$ cat config.mk
export PLATFORM = sky130hd
export DESIGN_NAME = gf256_arith_unit_core
export DESIGN_NICKNAME = d
export VERILOG_FILES = /design/src/rtl/gfau_pkg.sv /design/src/rtl/gfau_seq.sv /design/src/rtl/gfau_dp.sv /design/src/rtl/gf256_arith_unit_core.sv
export SDC_FILE = /design/constraint.sdc
export NUM_CORES = 1
export LEC_CHECK = 0
export BUFFER_PORTS_ARGS = -buffer_cell sky130_fd_sc_hd__clkbuf_2
export CAP_MARGIN = 20
export CORE_MARGIN = 2
export CORE_UTILIZATION = 25
export DETAILED_ROUTE_END_ITERATION = 10
export PLACE_DENSITY_LB_ADDON = 0.1
export RECOVER_POWER = 50
export SLEW_MARGIN = 5
export SYNTH_ARGS = -nofsm -noshare
export SYNTH_HDL_FRONTEND = slang
export SYNTH_SLANG_ARGS = --single-unit
$ cat constraint.sdc
create_clock -name i_clk -period 11.4 [get_ports i_clk]
set_clock_uncertainty 0.15 [all_clocks]
set_input_delay 3.42 -clock i_clk [delete_from_list [all_inputs] [get_ports i_clk]]
set_output_delay 3.42 -clock i_clk [all_outputs]
set_load 0.01 [all_outputs]
$ cat src/rtl/gfau_pkg.sv
// gfau_pkg: shared types, microcode ROM and GF(2^8) multiply for the GF(2^8) arithmetic unit.
// No dependencies; imported by gfau_seq, gfau_dp and gf256_arith_unit_core.
`timescale 1ns / 1ps

package gfau_pkg;

    // Reset value of the reduction polynomial low byte (x^8 + x^6 + x^5 + x^3 + 1)
    localparam logic [7:0] RESET_POLY = 8'h69;
    localparam logic [7:0] GF_ONE     = 8'h01;
    localparam logic [7:0] GF_ZERO    = 8'h00;
    localparam logic [7:0] CNT_LAST   = 8'hFF;

    typedef enum logic [1:0] {
        OP_MUL = 2'd0,
        OP_POW = 2'd1,
        OP_INV = 2'd2,
        OP_RSV = 2'd3
    } t_opcode;

    // Microcode addresses
    typedef enum logic [3:0] {
        UA_IDLE  = 4'd0,
        UA_MUL   = 4'd1,
        UA_POW0  = 4'd2,
        UA_POWL  = 4'd3,
        UA_PONE  = 4'd4,
        UA_INV0  = 4'd5,
        UA_INVL  = 4'd6,
        UA_IFAIL = 4'd7,
        UA_RSV   = 4'd8,
        UA_DONE  = 4'd9
    } t_upc;

    typedef enum logic [2:0] {
        ACC_HOLD = 3'd0,
        ACC_PROD = 3'd1,
        ACC_A    = 3'd2,
        ACC_ONE  = 3'd3,
        ACC_ZERO = 3'd4,
        ACC_CNT  = 3'd5
    } t_acc_sel;

    typedef enum logic [1:0] {
        MUL_A_B   = 2'd0,
        MUL_ACC_A = 2'd1,
        MUL_A_CNT = 2'd2
    } t_mul_sel;

    typedef enum logic [1:0] {
        CNT_HOLD = 2'd0,
        CNT_ONE  = 2'd1,
        CNT_INC  = 2'd2
    } t_cnt_op;

    typedef enum logic [2:0] {
        C_NEVER      = 3'd0,
        C_B_ZERO     = 3'd1,
        C_B_ONE      = 3'd2,
        C_CNT_NEXT_B = 3'd3,
        C_PROD_ONE   = 3'd4,
        C_CNT_LAST   = 3'd5,
        C_OUT_FREE   = 3'd6
    } t_cond;

    // One control word: datapath fields, two prioritized conditional jumps, default next
    typedef struct packed {
        t_acc_sel acc_sel;
        t_mul_sel mul_sel;
        t_cnt_op  cnt_op;
        logic     flag_set;
        logic     emit;
        logic     dispatch;
        t_cond    c1;
        t_upc     t1;
        t_cond    c2;
        t_upc     t2;
        t_upc     nxt;
    } t_uword;

    // Sequencer to datapath
    typedef struct packed {
        t_acc_sel acc_sel;
        t_mul_sel mul_sel;
        t_cnt_op  cnt_op;
        logic     flag_set;
        logic     load;
        logic     emit;
    } t_dp_ctrl;

    // Datapath to sequencer
    typedef struct packed {
        logic b_zero;
        logic b_one;
        logic cnt_next_b;
        logic prod_one;
        logic cnt_last;
        logic out_free;
    } t_dp_stat;

    localparam t_uword UW_NOP = '{
        acc_sel:  ACC_HOLD,
        mul_sel:  MUL_A_B,
        cnt_op:   CNT_HOLD,
        flag_set: 1'b0,
        emit:     1'b0,
        dispatch: 1'b0,
        c1:       C_NEVER,
        t1:       UA_IDLE,
        c2:       C_NEVER,
        t2:       UA_IDLE,
        nxt:      UA_IDLE
    };

    // Shift-and-xor multiply; y is shifted and reduced, x selects the partial terms
    function automatic logic [7:0] gf_mul(input logic [7:0] x, input logic [7:0] y,
                                          input logic [7:0] poly);
        logic [7:0] acc;
        logic [7:0] m;
        acc = GF_ZERO;
        m   = y;
        for (int k = 0; k < 8; k++) begin
            if (x[k]) begin
                acc = acc ^ m;
            end
            m = m[7] ? ({m[6:0], 1'b0} ^ poly) : {m[6:0], 1'b0};
        end
        return acc;
    endfunction

    // Entry point of each operation's routine
    function automatic t_upc op_entry(input t_opcode op);
        t_upc e;
        case (op)
            OP_MUL:  e = UA_MUL;
            OP_POW:  e = UA_POW0;
            OP_INV:  e = UA_INV0;
            default: e = UA_RSV;
        endcase
        return e;
    endfunction

    // Microcode program
    function automatic t_uword ucode_rom(input t_upc pc);
        t_uword w;
        w = UW_NOP;
        case (pc)
            UA_IDLE: begin
                w.dispatch = 1'b1;
            end
            // product of a and b
            UA_MUL: begin
                w.acc_sel = ACC_PROD;
                w.mul_sel = MUL_A_B;
                w.nxt     = UA_DONE;
            end
            // power: zero exponent gives one, exponent one gives the base
            UA_POW0: begin
                w.acc_sel = ACC_A;
                w.cnt_op  = CNT_ONE;
                w.c1      = C_B_ZERO;
                w.t1      = UA_PONE;
                w.c2      = C_B_ONE;
                w.t2      = UA_DONE;
                w.nxt     = UA_POWL;
            end
            // power loop: acc *= a until count reaches the exponent
            UA_POWL: begin
                w.acc_sel = ACC_PROD;
                w.mul_sel = MUL_ACC_A;
                w.cnt_op  = CNT_INC;
                w.c1      = C_CNT_NEXT_B;
                w.t1      = UA_DONE;
                w.nxt     = UA_POWL;
            end
            UA_PONE: begin
                w.acc_sel = ACC_ONE;
                w.nxt     = UA_DONE;
            end
            UA_INV0: begin
                w.cnt_op = CNT_ONE;
                w.nxt    = UA_INVL;
            end
            // inverse search: one trial multiplier per step
            UA_INVL: begin
                w.acc_sel = ACC_CNT;
                w.mul_sel = MUL_A_CNT;
                w.cnt_op  = CNT_INC;
                w.c1      = C_PROD_ONE;
                w.t1      = UA_DONE;
                w.c2      = C_CNT_LAST;
                w.t2      = UA_IFAIL;
                w.nxt     = UA_INVL;
            end
            UA_IFAIL: begin
                w.acc_sel  = ACC_ZERO;
                w.flag_set = 1'b1;
                w.nxt      = UA_DONE;
            end
            UA_RSV: begin
                w.acc_sel = ACC_ZERO;
                w.nxt     = UA_DONE;
            end
            // hand result to the output register once it is free
            UA_DONE: begin
                w.emit = 1'b1;
                w.c1   = C_OUT_FREE;
                w.t1   = UA_IDLE;
                w.nxt  = UA_DONE;
            end
            default: begin
                w.nxt = UA_IDLE;
            end
        endcase
        return w;
    endfunction

endpackage

$ cat src/rtl/gfau_seq.sv
// gfau_seq: microcode sequencer (step counter, ROM lookup, conditional jumps, dispatch).
// Depends on gfau_pkg.
`timescale 1ns / 1ps

module gfau_seq
    import gfau_pkg::*;
(
    input  logic       i_clk,
    input  logic       i_rst_n,
    input  logic       i_in_valid,
    output logic       o_in_stall,
    input  logic [1:0] i_opcode,
    input  t_dp_stat   i_stat,
    output t_dp_ctrl   o_ctrl
);

    t_upc   r_pc;
    t_upc   n_pc;
    t_uword w;
    logic   accept;

    assign w = ucode_rom(r_pc);

    // condition test
    function automatic logic cond_true(input t_cond c, input t_dp_stat s);
        logic t;
        case (c)
            C_B_ZERO:     t = s.b_zero;
            C_B_ONE:      t = s.b_one;
            C_CNT_NEXT_B: t = s.cnt_next_b;
            C_PROD_ONE:   t = s.prod_one;
            C_CNT_LAST:   t = s.cnt_last;
            C_OUT_FREE:   t = s.out_free;
            default:      t = 1'b0;
        endcase
        return t;
    endfunction

    // next step
    always_comb begin
        if (w.dispatch) begin
            n_pc = accept ? op_entry(t_opcode'(i_opcode)) : UA_IDLE;
        end else if (cond_true(w.c1, i_stat)) begin
            n_pc = w.t1;
        end else if (cond_true(w.c2, i_stat)) begin
            n_pc = w.t2;
        end else begin
            n_pc = w.nxt;
        end
    end

    // control outputs
    always_comb begin
        o_in_stall      = !w.dispatch;
        accept          = i_in_valid && w.dispatch;
        o_ctrl.acc_sel  = w.acc_sel;
        o_ctrl.mul_sel  = w.mul_sel;
        o_ctrl.cnt_op   = w.cnt_op;
        o_ctrl.flag_set = w.flag_set;
        o_ctrl.load     = accept;
        o_ctrl.emit     = w.emit && i_stat.out_free;
    end

    always_ff @(posedge i_clk) begin
        if (!i_rst_n) begin
            r_pc <= UA_IDLE;
        end else begin
            r_pc <= n_pc;
        end
    end

    // a transfer in always starts a routine
    a_load_leaves_idle: assert property (@(posedge i_clk) disable iff (!i_rst_n)
        o_ctrl.load |=> r_pc != UA_IDLE)
        else $error("sequencer stayed idle after input transfer");

    // finishing step returns to dispatch once the result is handed over
    a_done_returns: assert property (@(posedge i_clk) disable iff (!i_rst_n)
        (r_pc == UA_DONE) && i_stat.out_free |=> r_pc == UA_IDLE)
        else $error("sequencer did not return to idle after emit");

endmodule

$ cat src/rtl/gfau_dp.sv
// gfau_dp: datapath with operand, accumulator and counter registers, one shared GF(2^8)
// multiplier and the output register. Depends on gfau_pkg.
`timescale 1ns / 1ps

module gfau_dp
    import gfau_pkg::*;
(
    input  logic       i_clk,
    input  logic       i_rst_n,
    input  logic [7:0] i_poly,
    input  logic [7:0] i_operand_a,
    input  logic [7:0] i_operand_b,
    input  t_dp_ctrl   i_ctrl,
    output t_dp_stat   o_stat,
    output logic       o_out_valid,
    input  logic       i_out_stall,
    output logic [7:0] o_result,
    output logic       o_no_inverse
);

    logic [7:0] r_a;
    logic [7:0] r_b;
    logic [7:0] r_acc;
    logic [7:0] r_cnt;
    logic       r_flag;
    logic [7:0] r_res;
    logic       r_nfl;
    logic       r_out_vld;

    logic [7:0] mul_x;
    logic [7:0] mul_y;
    logic [7:0] prod;
    logic [7:0] cnt_inc;
    logic [7:0] n_acc;
    logic [7:0] n_cnt;

    // shared multiplier operand select
    always_comb begin
        case (i_ctrl.mul_sel)
            MUL_ACC_A: begin
                mul_x = r_acc;
                mul_y = r_a;
            end
            MUL_A_CNT: begin
                mul_x = r_a;
                mul_y = r_cnt;
            end
            default: begin
                mul_x = r_a;
                mul_y = r_b;
            end
        endcase
    end

    assign prod    = gf_mul(mul_x, mul_y, i_poly);
    assign cnt_inc = 8'(r_cnt + 8'd1);

    // accumulator and counter next values
    always_comb begin
        case (i_ctrl.acc_sel)
            ACC_PROD: n_acc = prod;
            ACC_A:    n_acc = r_a;
            ACC_ONE:  n_acc = GF_ONE;
            ACC_ZERO: n_acc = GF_ZERO;
            ACC_CNT:  n_acc = r_cnt;
            default:  n_acc = r_acc;
        endcase
        case (i_ctrl.cnt_op)
            CNT_ONE: n_cnt = GF_ONE;
            CNT_INC: n_cnt = cnt_inc;
            default: n_cnt = r_cnt;
        endcase
    end

    // status for jumps
    always_comb begin
        o_stat.b_zero     = (r_b == GF_ZERO);
        o_stat.b_one      = (r_b == GF_ONE);
        o_stat.cnt_next_b = (cnt_inc == r_b);
        o_stat.prod_one   = (prod == GF_ONE);
        o_stat.cnt_last   = (r_cnt == CNT_LAST);
        o_stat.out_free   = !r_out_vld || !i_out_stall;
    end

    // working registers
    always_ff @(posedge i_clk) begin
        if (i_ctrl.load) begin
            r_a <= i_operand_a;
            r_b <= i_operand_b;
        end
        r_acc <= n_acc;
        r_cnt <= n_cnt;
        if (i_ctrl.load) begin
            r_flag <= 1'b0;
        end else if (i_ctrl.flag_set) begin
            r_flag <= 1'b1;
        end
        if (i_ctrl.emit) begin
            r_res <= r_acc;
            r_nfl <= r_flag;
        end
    end

    // output valid
    always_ff @(posedge i_clk) begin
        if (!i_rst_n) begin
            r_out_vld <= 1'b0;
        end else if (i_ctrl.emit) begin
            r_out_vld <= 1'b1;
        end else if (!i_out_stall) begin
            r_out_vld <= 1'b0;
        end
    end

    assign o_out_valid  = r_out_vld;
    assign o_result     = r_res;
    assign o_no_inverse = r_nfl;

    // never overwrite a result still waiting
    a_emit_free: assert property (@(posedge i_clk) disable iff (!i_rst_n)
        i_ctrl.emit |-> (!r_out_vld || !i_out_stall))
        else $error("result overwritten while output stalled");

    // failed inverse always reports zero
    a_flag_zero: assert property (@(posedge i_clk) disable iff (!i_rst_n)
        r_out_vld && r_nfl |-> r_res == GF_ZERO)
        else $error("no_inverse set with nonzero result");

endmodule

$ cat src/rtl/gf256_arith_unit_core.sv
// gf256_arith_unit_core: top level of the GF(2^8) multiply / power / inverse unit.
// Depends on gfau_pkg, gfau_seq and gfau_dp.
//
//  Channel  Handshake                     Payload
//  ------   ---------------------------   -----------------------------------------
//  in       i_in_valid / o_in_stall       i_opcode, i_operand_a, i_operand_b
//  out      o_out_valid / i_out_stall     o_result, o_no_inverse
//  cfg      i_cfg_wr_en                   i_cfg_wr_data (reduction polynomial)
//
// Each item runs from the dispatch step through its opcode's routine to the emit step;
// power loops up to its exponent and inverse tries each nonzero multiplier in turn.
// One microcode step per cycle, each using the single shared GF multiplier at most once.
// Synchronous active-low reset; the polynomial resets to 0x69.
// Input is taken only at the dispatch step; a finished result sits in the output
// register so the next item can be taken while it waits.
`timescale 1ns / 1ps

module gf256_arith_unit_core
    import gfau_pkg::*;
(
    input  logic       i_clk,
    input  logic       i_rst_n,
    input  logic       i_cfg_wr_en,
    input  logic [7:0] i_cfg_wr_data,
    input  logic       i_in_valid,
    output logic       o_in_stall,
    input  logic [1:0] i_opcode,
    input  logic [7:0] i_operand_a,
    input  logic [7:0] i_operand_b,
    output logic       o_out_valid,
    input  logic       i_out_stall,
    output logic [7:0] o_result,
    output logic       o_no_inverse
);

    logic [7:0] r_poly;
    t_dp_ctrl   ctrl;
    t_dp_stat   stat;

    // reduction polynomial register
    always_ff @(posedge i_clk) begin
        if (!i_rst_n) begin
            r_poly <= RESET_POLY;
        end else if (i_cfg_wr_en) begin
            r_poly <= i_cfg_wr_data;
        end
    end

    gfau_seq u_seq (
        .i_clk      (i_clk),
        .i_rst_n    (i_rst_n),
        .i_in_valid (i_in_valid),
        .o_in_stall (o_in_stall),
        .i_opcode   (i_opcode),
        .i_stat     (stat),
        .o_ctrl     (ctrl)
    );

    gfau_dp u_dp (
        .i_clk        (i_clk),
        .i_rst_n      (i_rst_n),
        .i_poly       (r_poly),
        .i_operand_a  (i_operand_a),
        .i_operand_b  (i_operand_b),
        .i_ctrl       (ctrl),
        .o_stat       (stat),
        .o_out_valid  (o_out_valid),
        .i_out_stall  (i_out_stall),
        .o_result     (o_result),
        .o_no_inverse (o_no_inverse)
    );

endmodule

# After elaboration in Yosys (flattened, before gate mapping)
# Index checks and enable logic that the tools add are counted.
# W data, S select, Z words.
# word_totals
in_bits,31
reg_bits,55
# classes
bitwise_logic,14
reduce_logical,18
n_addsub,1
n_eq_ne,37
n_mux,40
# ops
op,count
$mux W8,16
$xor A8 B8 Y8,14
$pmux W8 S5,1
$pmux W8 S2,2
$pmux W7 S4,1
$eq A3 B3 Y1 const B,8
$pmux W4 S3,2
$eq A3 B2 Y1 const B,6
$eq A4 B3 Y1 const B,4
$eq A8 B1 Y1 const B,2
$mux W4,4
$pmux W3 S5,1
$pmux W7 S2,1
$pmux W1 S6,2
$reduce_or A2 Y1,6
$eq A3 B1 Y1 const B,3
$add A8 B1 Y8 const B,1
$eq A4 B2 Y1 const B,2
$eq A4 B4 Y1 const B,2
$eq A8 B8 Y1,1
$eq A8 B8 Y1 const B,1
$logic_not A8 Y1,1
$mux W1,8
$pmux W2 S2,2
other kinds (12),19

# Depth between registers and ports, before layout
# Gate-level depths: netlist (run 1).
# logic_depth
word_depth,28
depth_mapped,24
ltp_nobuf,20

# Modules after synthesis
# From an unflattened synthesis (run 1), not the netlist that was laid out.
# hier_totals
hier_cells,698
area_unflattened_um2,5893.2
# by_module_without_submodules
mod,cells_each,n_inst,seq_area_each_um2,area_each_um2
gfau_dp,595,1,1271.2,5038.6
gfau_seq,78,1,80.1,563.0
gf256_arith_unit_core,25,1,160.2,291.5

# Worst setup path before layout (run 1)
# Ideal clock, no wire load.
# synth_path
path_kind,reg2reg
startpoint,register u_seq.r_pc[3]
endpoint,register u_seq.r_pc[1]
setup_time_ns,0.114
synth_period_minus_slack_ns,5.751
arrival_ns,5.487
stages_incl_launch_ff,23
setup_slack_ns,5.649
cell_sequence,dfxtp_1 > clkbuf_1 > nor2b_1 > nand2_1 > clkinv_1 > ha_1 > buf_2 > a221o_2 > o2111a_1 > o31ai_4 > a21oi_1 > o221a_1 > o31a_1 > or2_1 > buf_2 > o211a_1 > or4_4 > nand3_2 > xnor3_1 > or3_4 > a2111oi_4 > nand3_2 > a21o_1
# synth_between
elab_chain_len,27
word_cells_on_any_way,74
# synth_rtl
element,line,rtl
from (decl),gfau_seq.sv:17,t_upc r_pc;
from (signal assigned),gfau_seq.sv:68,r_pc <= n_pc;
$eq A4 B3 Y1 or $eq A4 B2 Y1 (tied branches),gfau_pkg.sv:146,case (pc)
$pmux W2 S2,gfau_pkg.sv:146,
$eq A2 B2 Y1 or $eq A2 B1 Y1 (tied branches),gfau_dp.sv:39,case (i_ctrl.mul_sel)
$pmux W8 S2,gfau_dp.sv:39,
$xor A8 B8 Y8,gfau_pkg.sv:125,"m = m[7] ? ({m[6:0], 1'b0} ^ poly) : {m[6:0], 1'b0};"
$mux W8,gfau_pkg.sv:125,
$xor A8 B8 Y8 (on tied branches),"gfau_pkg.sv:123, gfau_pkg.sv:125",
$mux W8 (on tied branches),"gfau_pkg.sv:122, gfau_pkg.sv:125",
(+11 left out),--,
$mux W8,gfau_pkg.sv:122,if (x[k]) begin
$eq A8 B1 Y1,gfau_dp.sv:80,o_stat.prod_one = (prod == GF_ONE);
$pmux W1 S6,gfau_seq.sv:27,case (c)
$mux W1,gfau_seq.sv:43,"end else if (cond_true(w.c1, i_stat)) begin"
$mux W1,gfau_seq.sv:41,if (w.dispatch) begin
$mux W4,gfau_seq.sv:45,"end else if (cond_true(w.c2, i_stat)) begin"
$mux W4,gfau_seq.sv:43,
$mux W4 (*),gfau_seq.sv:41,
# Every way passes the cells marked *; elsewhere a longest branch is shown, timed or not. The select of a mux whose other input is x is not followed.
# A chain may end at the register's enable or synchronous reset.

# Final worst setup path (run 1)
# layout_path
startpoint,register u_seq.r_pc[2]
endpoint,register u_seq.r_pc[1]
# Same word-level chain as after synthesis.

==> results.json, run 1 <==
{
  "outcome": "complete, no violations",
  "die-height_um": 157,
  "peakVddDrop_v": 0.0000990,
  "post-cts-setup-buffers": 0,
  "cap_violations": 0,
  "synth.yosys.seq_area_share_pct": 25.9,
  "worstSetupEndpointType": "flop",
  "worst_hold_startpoint": "u_dp.r_flag",
  "placer_congestion": 0.888,
  "largest_net_degree_at_the_start_of_global_routing": 44,
  "unrepaired_setup_endpoints_after_global_routing": "no",
  "cts-buffers-inserted": 5,
  "yosys-top-cells-area": "sky130_fd_sc_hd__edfxtp_1 (21%), sky130_fd_sc_hd__xnor2_1 (8.4%), sky130_fd_sc_hd__dfxtp_1 (4.8%)",
  "fin_tns_setup_ns": 0,
  "timing.setup.critical_path_class": "reg -> reg",
  "cts-htree-levels": 2,
  "cpMostUsedCell": "sky130_fd_sc_hd__a21o_1",
  "drt_drc_violations_left": 0,
  "nets": 761,
  "rows": 55,
  "worstMarginPinSlew_ns": 1.07,
  "netlist.top_cell.by_area": "sky130_fd_sc_hd__edfxtp_1",
  "detailedPlace.worstSlack_ns": 3.79,
  "ctsLongestPathBuffers": 2,
  "synthesis.area_sq_um": 5840,
  "final-setup-viol-count": 0,
  "worst_skew_pair.late_latency_ns": 0.32,
  "p_leak_uw": 0.00224,
  "worst_ep_required_time_ns": 11.46,
  "placeableCoreArea_sq_um": 22800,
  "io_pins": 42,
  "insertedDiodeCount": 0,
  "hold_path_class": "reg -> reg",
  "synth-main-ff-cell": "sky130_fd_sc_hd__edfxtp_1",
  "layout_worst_path_cycle_share_pct": 68.4,
  "ant_nets": 0,
  "cts.sink_count": 55,
  "synth-edff-count": 41,
  "grt.overflow.total": 0,
  "place.port_buffers": 41,
  "worst_r2r_startpoint": "u_seq.r_pc[2]",
  "wire_length_of_the_first_global_routing_pass_um": 33500,
  "drt_pre_antenna_iters": 7,
  "async_flop_share_pct": 0,
  "num_vias": 5681,
  "postLayoutSetupSlackWorst_ns": 3.60,
  "maxSlewViolCount": 0,
  "cts_tree": "built",
  "cp_cell_sequence": "nor2b_1, nand2_1, clkinv_1, ha_1, a221oi_2, o21ai_2, a21o_1, a21oi_1, nor2_1, a41o_1, or4_1, a32o_1, nor4b_2, or3_1, mux2i_1, xnor2_1, a2111oi_4, nand3_2, a21o_1",
  "avgViaCountPerCell": 5.49,
  "gr-usage-all-layers_pct": 18.0,
  "cp_slowest_stage_delay_ns": 0.94,
  "hpwlAfterDp_um": 17100,
  "timing.max_slew.rel_slack_pct": 28.4,
  "synthToLayoutAreaGrowth_pct": 10.5,
  "crit_path_start_kind": "flop",
  "drt_first_iter_violations": 555,
  "cts.root.buffer_cell": "sky130_fd_sc_hd__clkbuf_16",
  "synth.avg_cell_area_sq_um": 8.24,
  "syn_nets": 749,
  "drt-wirelength-per-cell_um": 21.4,
  "worst_setup_hold_path_clk_slew_ns": 0.08,
  "timing.final.hold_violations": 0,
  "critical_path_arrival_ns": 7.86,
  "holdBufCountCts": 0,
  "postCtsResizedCells": 0,
  "floorplan.die.width_um": 157,
  "fp.dieArea_sq_um": 24600,
  "power_per_cell_area_nw_per_um2": 293,
  "critical_path.startpoint": "u_seq.r_pc[2]",
  "drive_gt1_share_pct": 12.7,
  "number_of_distinct_library_cells_after_synthesis": 83,
  "max_freq_ghz": 0.128,
  "yosys_register_bits": 55,
  "final_critical_delay_including_setup_and_external_delays_ns": 7.80,
  "post_synth_inst_count": 709,
  "synth.yosys.warnings": 0,
  "critical_path_maximum_fanout": 17,
  "antenna_found_initial": 0,
  "grt_pass1_vias": 5402,
  "start_util_pct": 25.6,
  "routed_wirelength_um": 22100,
  "slowest_stage": "sky130_fd_sc_hd__a221oi_2",
  "synth_top_area_share_pct": 21.1
}
cells in the mapped netlist, drive strengths merged, types with 7 or more instances:
library cell	n
a21o	13
xor2	27
edfxtp	41
o22ai	8
buf	16
a21oi	42
nor2	50
or2	8
a211oi	17
mux2i	17
ha	9
o21a	7
o211ai	11
nand2	62
xnor2	56
inv	16
nand3	26
nor2b	16
a22oi	9
o21ai	48
clkbuf	29
mux2	7
or3	9
dfxtp	14
nor4	16
nor3	30
power by group:
group / internal [uW] / switching (uW) / total [uW]
Clock: 83.9 / 85.9 / 170
Combinational: 546 / 797 / 1340
Sequential: 310 / 69.3 / 379
Total: 940 / 952 / 1890
state kept, by name (all words and copies together) (netlist names):
name,cells
r_poly,8
u_dp.o_result,8
u_dp.r_a,8
u_dp.r_acc,8
u_dp.r_b,8
u_dp.r_cnt,8
u_seq.r_pc,4
u_dp.o_no_inverse,1
u_dp.o_out_valid,1
u_dp.r_flag,1
placed cells by master (no fill, tap or decap), drive strengths merged, types with 8 or more instances in the layout:
| cell type | netlist | layout |
|---|---|---|
| a21o | 13 | 13 |
| or2 | 8 | 8 |
| nor2b | 16 | 16 |
| clkbuf | 29 | 46 |
| edfxtp | 41 | 41 |
| o21ai | 48 | 48 |
| mux2i | 17 | 17 |
| xor2 | 27 | 27 |
| a211oi | 17 | 17 |
| dfxtp | 14 | 14 |
| nand3 | 26 | 26 |
| a21oi | 42 | 42 |
| nor2 | 50 | 50 |
| or3 | 9 | 9 |
| o211ai | 11 | 11 |
| xnor2 | 56 | 56 |
| ha | 9 | 9 |
| nor4 | 16 | 16 |
| nand2 | 62 | 62 |
| o22ai | 8 | 8 |
| buf | 16 | 9 |
| nor3 | 30 | 30 |
| a22oi | 9 | 9 |
| inv | 16 | 17 |
metrics by stage:
step                total power (uW)  cell area, sq um  std cells  utilization [%]  hold slack [ns]
global placement                1720              6300       1026             27.6            0.303
detailed placement              1710              6300       1026             27.6            0.295
floorplan                       1370              5840        709                -            0.270
global route                    2020              6450       1035             28.3            0.354
CTS                             1900              6450       1034             28.3            0.317
finish                          1890              6450       1035             28.3            0.312
layer usage:
layer	GRT usage, %	up-vias	share of wire, %
met2	29.3	197	46
met1	24.8	2770	46
met5	0	-	0
met4	5.42	0	2.1
met3	2.35	30	5.4
li1	-	2684	-
kinds of logic (layout without fill, tap and decap cells):
logic type / Yosys count / count (layout) / share of synthesized area, %
flip-flops: 55 / 55 / 25.9
adder cells (fa/ha/maj): 9 / 9 / 1.93
AND/OR/NAND/NOR: 249 / 249 / 21.8
multiplexers: 25 / 25 / 4.65
buffers and inverters: 65 / 78 / 4.69
XOR/XNOR: 88 / 88 / 14.4
AO/OA/AOI/OAI: 218 / 218 / 26.7
final timing paths:
kind,end,slack [ns],depth (start not counted)
max,u_seq.r_pc[1],3.60,19
min,u_dp.o_no_inverse,0.31,0
max reg2reg,u_seq.r_pc[1],3.60,19
min reg2reg,u_dp.o_no_inverse,0.31,0
critical path, delay by kind of cell, from the launching register on:
kind / cells / cell delay, ns
AOI/OAI and AO/OA: 8 / 3.39
and+or+nand+nor: 7 / 2.34
adders and majority gates: 1 / 0.48
DFF: 1 / 0.46
buffers and inverters: 1 / 0.39
muxes: 1 / 0.29
xor gates and xnor gates: 1 / 0.18
final cells by class:
type	count	area, sq um
Fill cell	2435	16300
Multi-Input combinational cell	589	4050
Sequential cell	55	1510
Tap cell	313	392
Timing Repair Buffer	50	270
Clock buffer	5	125
Inverter	20	75.1
Clock inverter	3	27.5
No activity file was read; power rests on OpenSTA's default activity.
==> run 2, diff against run 1 <==
Settings changed: ABC_AREA from default to 1.
Clock period 11.4 ns to 7.1 ns, I/O delays scaled along.
==> results.json, run 2 <==
{
  "outcome": "complete, no violations",
  "async_flop_share_pct": 0,
  "final_critical_delay_including_setup_and_external_delays_ns": 5.96,
  "worstSetupEndpointType": "flop",
  "cts-buffers-inserted": 5,
  "synth_top_area_share_pct": 24.1,
  "multi_input_combinational_cell_area_sq_um": 3160,
  "synth.yosys.seq_area_share_pct": 29.6,
  "power.share.clock_pct": 11.7,
  "hold_path_class": "reg -> reg",
  "p_seq_share_pct": 22.1,
  "maxSlewViolCount": 0,
  "post-cts-setup-buffers": 0,
  "worst_ep_required_time_ns": 7.19,
  "leading_cell_type_in_the_layout_fill_and_taps_excluded": "sky130_fd_sc_hd__nand2_1",
  "grt_pass1_vias": 4655,
  "routed_wirelength_um": 16600,
  "cts_tree": "built",
  "synth.avg_cell_area_sq_um": 6.72,
  "drt_first_iter_violations": 341,
  "antenna_found_initial": 0,
  "grt.overflow.total": 0,
  "final-setup-viol-count": 0,
  "place.port_buffers": 41,
  "largest_net_degree_at_the_start_of_global_routing": 25,
  "synth_commonest_cells": "sky130_fd_sc_hd__nand2_1 (231), sky130_fd_sc_hd__inv_1 (93), sky130_fd_sc_hd__nand3_1 (82)",
  "gr-usage-all-layers_pct": 15.7,
  "fp.dieArea_sq_um": 21600,
  "drt-wirelength-per-cell_um": 15.4,
  "netlist.top_cell.by_area": "sky130_fd_sc_hd__edfxtp_1",
  "floorplan.die.width_um": 147,
  "ctsLongestPathBuffers": 2,
  "p_leak_uw": 0.00269,
  "insertedDiodeCount": 0,
  "unrepaired_setup_endpoints_after_global_routing": "no",
  "p_total_uw": 2240,
  "rows": 52,
  "critical_path_maximum_fanout": 24,
  "max_freq_ghz": 0.168,
  "syn_nets": 800,
  "hpwlAfterDp_um": 13900,
  "drt_pre_antenna_iters": 5,
  "crit_path_start_kind": "flop",
  "synth-main-ff-cell": "sky130_fd_sc_hd__edfxtp_1",
  "worst_setup_hold_path_clk_slew_ns": 0.08,
  "post_synth_inst_count": 760,
  "worst_skew_pair.late_latency_ns": 0.31,
  "yosys_register_bits": 55,
  "final_core_utilization_pct": 28.8,
  "holdBufCountCts": 0,
  "synth.yosys.warnings": 0,
  "timing.final.hold_violations": 0,
  "power.net_switching_uw": 1160,
  "cts-htree-levels": 2,
  "timing.setup.critical_path_class": "reg -> reg",
  "filler_cell_count": 2288,
  "num_vias": 4798,
  "slowest_stage": "sky130_fd_sc_hd__ha_1",
  "combinationalPowerShare_pct": 66.2,
  "cts.sink_count": 55,
  "io_pins": 42,
  "worstMarginPinSlew_ns": 0.854,
  "die-height_um": 147,
  "wire_length_of_the_first_global_routing_pass_um": 26000,
  "final_cell_mix": "sky130_fd_sc_hd__nand2_1 (231), sky130_fd_sc_hd__inv_1 (93), sky130_fd_sc_hd__nand3_1 (82), sky130_fd_sc_hd__nor2_1 (78), sky130_fd_sc_hd__edfxtp_1 (41)",
  "number_of_distinct_library_cells_after_synthesis": 42,
  "cap_violations": 0,
  "start_util_pct": 25.3,
  "synth-edff-count": 41,
  "drt_drc_violations_left": 0,
  "placer_congestion": 0.807,
  "yosysMostFrequentCell": "sky130_fd_sc_hd__nand2_1",
  "critical_path_arrival_ns": 6.05,
  "cpMostUsedCell": "sky130_fd_sc_hd__nand2_1",
  "cp_slowest_stage_delay_ns": 0.63,
  "yosys-top-cells-area": "sky130_fd_sc_hd__edfxtp_1 (24%), sky130_fd_sc_hd__nand2_1 (17%), sky130_fd_sc_hd__nand3_1 (8.0%)",
  "timing.max_slew.rel_slack_pct": 43.0,
  "nets": 847,
  "power_per_cell_area_nw_per_um2": 384,
  "sw_frac_of_total_pct": 51.9,
  "layout_worst_path_cycle_share_pct": 84.0,
  "drive_gt1_share_pct": 13.2,
  "cts.root.buffer_cell": "sky130_fd_sc_hd__clkbuf_16",
  "avgViaCountPerCell": 4.45,
  "synthesis.area_sq_um": 5110,
  "ant_nets": 0,
  "synthToLayoutAreaGrowth_pct": 13.8,
  "p_int_uw": 1070,
  "fin_tns_setup_ns": 0,
  "peakVddDrop_v": 0.000134,
  "regArea_sq_um": 1510,
  "placeableCoreArea_sq_um": 20200,
  "postCtsResizedCells": 0
}
## run 2: cell types whose count changed in the layout (fill, tap and decap cells not counted), sizes merged, moves of 13 or more
cell	before	now
a21oi	42	12
nand2	62	249
mux2i	17	0
nand3	26	90
nor2b	16	0
nor2	50	89
nor3	30	5
xnor2	56	38
inv	17	104
a21o	13	0
a211oi	17	0
## run 2: cells by family after synthesis
group                    count (synthesis)  share of synthesized area [%]
AND/OR/NAND/NOR                        445                           40.0
buffers and inverters                  114                           8.55
AO/OA/AOI/OAI                           71                           8.03
XOR/XNOR                                66                           11.6
flip-flops                              55                           29.6
adder cells (fa/ha/maj)                  9                           2.20
## run 2: worst max-delay path: cells and delay by family (launching register included)
family | cells | cell delay [ns]
AOI/OAI and AO/OA | 1 | 0.11
xor gates and xnor gates | 1 | 0.24
adders and majority gates | 1 | 0.63
buffers and inverters | 5 | 0.79
DFF | 1 | 0.38
and+or+nand+nor | 27 | 3.59
## run 2: power by group through the flow
stage | logic [uW] | registers (uW) | clock network, uW
after floorplan | 1130 | 469 | 0
after global placement | 1500 | 504 | 0
after detailed placement | 1490 | 501 | 0
after CTS | 1490 | 494 | 275
after global routing | 1680 | 501 | 285
final | 1480 | 493 | 262
## run 2: worst paths after layout
kind	end	depth (start not counted)	slack, ns	start
setup / recovery	u_seq.r_pc[0]	35	1.14	u_seq.r_pc[2]
setup reg to reg	u_seq.r_pc[0]	35	1.14	u_seq.r_pc[2]
hold / removal	u_dp.o_no_inverse	0	0.32	u_dp.r_flag
hold reg to reg	u_dp.o_no_inverse	0	0.32	u_dp.r_flag
## run 2: layout make-up
| cell class | count | area share, % |
|---|---|---|
| Clock buffer | 5 | 2.15 |
| Clock inverter | 3 | 0.474 |
| Inverter | 106 | 6.84 |
| Multi-Input combinational cell | 591 | 54.4 |
| Sequential cell | 55 | 26.0 |
| Tap cell | 270 | 5.81 |
| Timing Repair Buffer | 48 | 4.33 |
## run 2: routing by layer
| layer | vias up | GRT usage (%) | wire length [um] |
|---|---|---|---|
| met5 | - | 0 | 0 |
| met4 | 0 | 4.42 | 327 |
| met2 | 78 | 25.7 | 7630 |
| met3 | 15 | 2.33 | 431 |
| li1 | 2532 | - | - |
| met1 | 2173 | 21.6 | 8220 |
## run 2: per-stage QoR
| stage | worst slack [ns] | instances | hold slack, ns | area, sq um |
|---|---|---|---|---|
| floorplan | 2.55 | 760 | 0.259 | 5110 |
| global placement | 1.18 | 1069 | 0.313 | 5660 |
| detailed placement | 1.15 | 1070 | 0.306 | 5660 |
| CTS | 1.12 | 1078 | 0.327 | 5820 |
| global route | 0.264 | 1078 | 0.346 | 5810 |
| finish | 1.14 | 1078 | 0.322 | 5810 |
